File: config.mk
export PLATFORM = sky130hd
export DESIGN_NAME = acrc_ctrl
export DESIGN_NICKNAME = d
export VERILOG_FILES = /design/src/hw/rtl/acrc_pkg.sv /design/src/hw/rtl/acrc_ctrl.sv
export SDC_FILE = /design/constraint.sdc
export NUM_CORES = 1
export LEC_CHECK = 0
export BUFFER_PORTS_ARGS = -buffer_cell sky130_fd_sc_hd__buf_2
export CAP_MARGIN = 15
export CORE_AREA = 2 2 39 41
export CTS_BUF_LIST = sky130_fd_sc_hd__clkbuf_8
export DETAILED_ROUTE_END_ITERATION = 12
export DIE_AREA = 0 0 41 43
export SYNTH_ARGS = -nofsm -noshare
export SYNTH_HDL_FRONTEND = slang
export SYNTH_SLANG_ARGS = --single-unit
File: constraint.sdc
create_clock -name clk -period 2.55 [get_ports clk]
set_input_delay 0.255 -clock clk [delete_from_list [all_inputs] [get_ports clk]]
set_output_delay 0.255 -clock clk [all_outputs]
set_load 0.02 [all_outputs]
File: src/hw/rtl/acrc_pkg.sv
// Shared types and constants for the associative cache replacement classifier.
`timescale 1ns / 1ps

package acrc_pkg;

  localparam int DEF_ENTRIES   = 16;
  localparam int DEF_ADDR_BITS = 16;

  localparam int ADDR_W     = 16;
  localparam int CNT_W      = 32;
  localparam int ACTIVE_W   = 5;
  localparam int CFG_IDX_W  = 1;
  localparam int CFG_DATA_W = 5;

  localparam logic [ACTIVE_W-1:0] ACTIVE_RESET = 5'd16;

  localparam logic POLICY_LRU  = 1'b0;
  localparam logic POLICY_FIFO = 1'b1;

  localparam logic [CFG_IDX_W-1:0] CFG_POLICY = 1'd0;
  localparam logic [CFG_IDX_W-1:0] CFG_ACTIVE = 1'd1;

  typedef enum logic [1:0] {
    OUT_HIT        = 2'd0,
    OUT_COMPULSORY = 2'd1,
    OUT_CAPACITY   = 2'd2
  } outcome_t;

  typedef enum logic [1:0] {
    ST_CLEAR,
    ST_IDLE,
    ST_LOOKUP,
    ST_UPDATE
  } state_t;

  typedef struct packed {
    logic load;
    logic lookup;
    logic commit;
    logic clear_step;
  } cmd_t;

  typedef struct packed {
    logic clear_last;
  } sts_t;

endpackage

File: src/hw/rtl/acrc_ctrl.sv
// Sequencer for the classifier: map clear, lookup, update and result handshake.
`timescale 1ns / 1ps

module acrc_ctrl (
  input  logic          clk,
  input  logic          rst,
  input  logic          in_valid,
  output logic          in_stall,
  output logic          out_valid,
  input  logic          out_stall,
  input  acrc_pkg::sts_t sts,
  output acrc_pkg::cmd_t cmd
);

  acrc_pkg::state_t state, state_next;
  logic             out_valid_next;
  logic             commit;
  logic             ready;
  logic             accept;

  always_ff @(posedge clk) begin
    if (rst) begin
      state     <= acrc_pkg::ST_CLEAR;
      out_valid <= 1'b0;
    end else begin
      state     <= state_next;
      out_valid <= out_valid_next;
    end
  end

  always_comb begin
    commit     = (state == acrc_pkg::ST_UPDATE) && (!out_valid || !out_stall);
    ready      = (state == acrc_pkg::ST_IDLE) || commit;
    accept     = in_valid && ready;
    in_stall   = !ready;
    state_next = state;
    cmd        = '0;
    cmd.load   = accept;
    cmd.commit = commit;
    unique case (state)
      acrc_pkg::ST_CLEAR: begin
        cmd.clear_step = 1'b1;
        if (sts.clear_last) begin
          state_next = acrc_pkg::ST_IDLE;
        end
      end
      acrc_pkg::ST_IDLE: begin
        if (accept) begin
          state_next = acrc_pkg::ST_LOOKUP;
        end
      end
      acrc_pkg::ST_LOOKUP: begin
        cmd.lookup = 1'b1;
        state_next = acrc_pkg::ST_UPDATE;
      end
      acrc_pkg::ST_UPDATE: begin
        if (commit) begin
          state_next = accept ? acrc_pkg::ST_LOOKUP : acrc_pkg::ST_IDLE;
        end
      end
      default: state_next = acrc_pkg::ST_CLEAR;
    endcase
    out_valid_next = commit ? 1'b1 : (out_valid && out_stall);
  end

endmodule

==> results_dict.tcl <==
set metrics [dict create \
    fp.dieH_um 43 \
    switching_share_pct 22.9 \
    status "completed" \
    holdPathEnd "out_valid" \
    layout.nets 36 \
    report.final.slew_viol_count 0 \
    p_leak_nw 0.121 \
    initial_core_util_pct 11.3 \
    r2r-start "state[1]" \
    hold_start "rst" \
    fillers 158 \
    crit_chain "nand3_2 -> and3_1 -> buf_2" \
    hold_path_class "primary input to flop" \
    switchingPower_mw 0.0486 \
    crit_path_end_kind "output pin" \
    drc 0 \
    whs_ns 0.238 \
    drt-initial-drc-count 1 \
    crit_fanout 6 \
    grt_pass1_wl_um 427 \
    path_clk_slew_ns 0.03 \
    internal_power_mw 0.164 \
    dieWidth_um 41 \
    arrival_ns 1.10 \
    synth_top_area_share_pct 38.4 \
    post-route-period-util_pct 53.0 \
    worst-setup-path-type "flop to output pin" \
    clock_path_buffers 2 \
    fin_crit_ns 1.35 \
    grt_usage_pct 4.91 \
    antennaDiodeCount 0 \
    dieArea_um2 1760 \
    drt_first_pass_iters 2 \
    fmax_mhz 740 \
    yosysSeqAreaShare_pct 38.4 \
    ios 11 \
    synth_cells 19 \
    ys.warnings.count 0 \
    cpPeakStageDelay_ns 0.41 \
    area_growth_pct 60.8 \
    overflow 0 \
    wl_per_cell_um 7.96 \
    grt_pass1_vias 123 \
    cp.required_ns 2.30 \
    htree_levels 1 \
    crit-reg2reg-capture "state[0]" \
    synth.distinct_cells 12 \
    syn_nets 24 \
    gp_congestion 0.513 \
    critPathLaunchType "flop" \
    p_per_area_nw_per_um2 844 \
    cts_tree "built" \
    pwr-share-comb_pct 12.1 \
    timing.setup.tns_ns 0 \
    yosysTopAreaCell "dfxtp_1" \
    dp_hpwl_um 262 \
    port_buffers 10 \
    cts_sinks 3 \
    setup_viol 0 \
    routed_wl_um 366 \
    finClkSkew_ns 0.000184 \
    viasPerCell 3.59 \
    synth-main-ff-cell "dfxtp_1" \
    p_seq_share_pct 26.0 \
    fp-row-count 14 \
    vias 165 \
    antenna_found_initial 0 \
    syn_area_um2 156 \
    synthArstFlopShare_pct 0 \
    post-cts-setup-buffer-count 0 \
    crit_slowest_cell "dfxtp_1" \
    regArea_um2 60.1 \
    ys_seq_elements 3 \
    final_hold_viol_count 0 \
    final_layout_size_suffix_gt1_share_pct 46.7 \
    power_mw 0.212 \
    synth_area_leaders "dfxtp_1 38%, a21oi_1 9.6%, buf_4 9.6%" \
    hold_buffers 0 \
    peakVddDrop_v 0.000120 \
    slew_headroom_pct 84.3 \
    syn_avg_cell_area_um2 8.23 \
    clockPowerShare_pct 61.9 \
    rsz0062_at_grt "false" \
    ys_top_cells_by_count "3 x a21oi_1, 3 x dfxtp_1, 3 x nand2_1, 2 x buf_4" \
    tightest_slew_ns 0.234 \
    hold-path-cell-count 2 \
    multiInputGateArea_um2 76.3 \
    drv_cap 0 \
    r2r_cells 2 \
    cts-resized-gates 0 \
    grt_max_degree 9 \
    rrSetupSlack_ns 1.63 \
    synth_edf_count 0 \
    postRouteAntennaNets 0 \
    clock_latency_ns 0.21 \
    cts_made_buffers 3 \
    root_buffer "clkbuf_8" \
    coreArea_um2 1380 \
]
through the flow:
stage	instance area (um2)	utilization, %	worst slack, ns	std cells
6_report	251	18.2	1.20	46
5_1_grt	251	18.2	1.13	46
4_1_cts	251	18.2	1.20	46
3_5_place_dp	206	14.9	1.43	42
3_3_place_gp	206	14.9	1.43	42
2_1_floorplan	156	-	1.37	19
worst max-delay path, delay by kind of cell (launching register included):
family / cells / cell delay [ns]
buffers and inverters: 1 / 0.15
flip-flops: 1 / 0.41
AND/OR/NAND/NOR: 2 / 0.33
layer usage:
layer / share of wire, % / vias up / GRT usage [%] / wire, um
li1: - / 85 / - / -
met1: 40 / 70 / 2.88 / 147
met2: 46 / 8 / 5.00 / 170
met3: 10 / 2 / 4.71 / 38
met4: 2.7 / 0 / 10.0 / 10
met5: 0 / - / 0 / 0
layout by cell type (no fill, tap or decap), drive strengths merged:
cell,count
mux2i,1
a21oi,3
buf,10
nor2,1
nand3,1
dfxtp,3
a311oi,1
nor3,1
and3,1
clkbuf,3
nor2b,1
inv,1
nand2,3
final cells by class:
| class | count | share of cell area, % |
|---|---|---|
| multi-input cells | 13 | 30.3 |
| clock inverters | 1 | 1.49 |
| clock buffers | 3 | 16.4 |
| well taps | 16 | 7.96 |
| flip-flops and latches | 3 | 23.9 |
| repair buffers | 10 | 19.9 |
power groups by stage:
stage	clock (mW)	sequential [mW]	combinational [mW]
6_report	0.131	0.0552	0.0258
5_1_grt	0.143	0.0559	0.0284
4_1_cts	0.136	0.0551	0.0262
3_5_place_dp	0	0.0557	0.0262
3_3_place_gp	0	0.0558	0.0258
2_1_floorplan	0	0.0532	0.0204
how the worst max path moves through the flow:
stage                  end  slack, ns  startpoint  cells after the start
finish              cmd[3]       1.20    state[1]                      3
CTS                 cmd[3]       1.20    state[1]                      3
floorplan           cmd[3]       1.37   out_valid                      3
global placement    cmd[3]       1.43    state[1]                      3
global route        cmd[3]       1.13    state[1]                      3
detailed placement  cmd[3]       1.43    state[1]                      3
logic make-up after synthesis:
kind of cell / synth area share (%)
simple gates: 27.2
mux: 6.40
flops: 38.4
buf+inv: 12.8
compound gates: 15.2
registers in the layout (all words and copies together), names as in the netlist:
| signal | count |
|---|---|
| state | 2 |
| out_valid | 1 |
(Power assumes the default switching activity.)
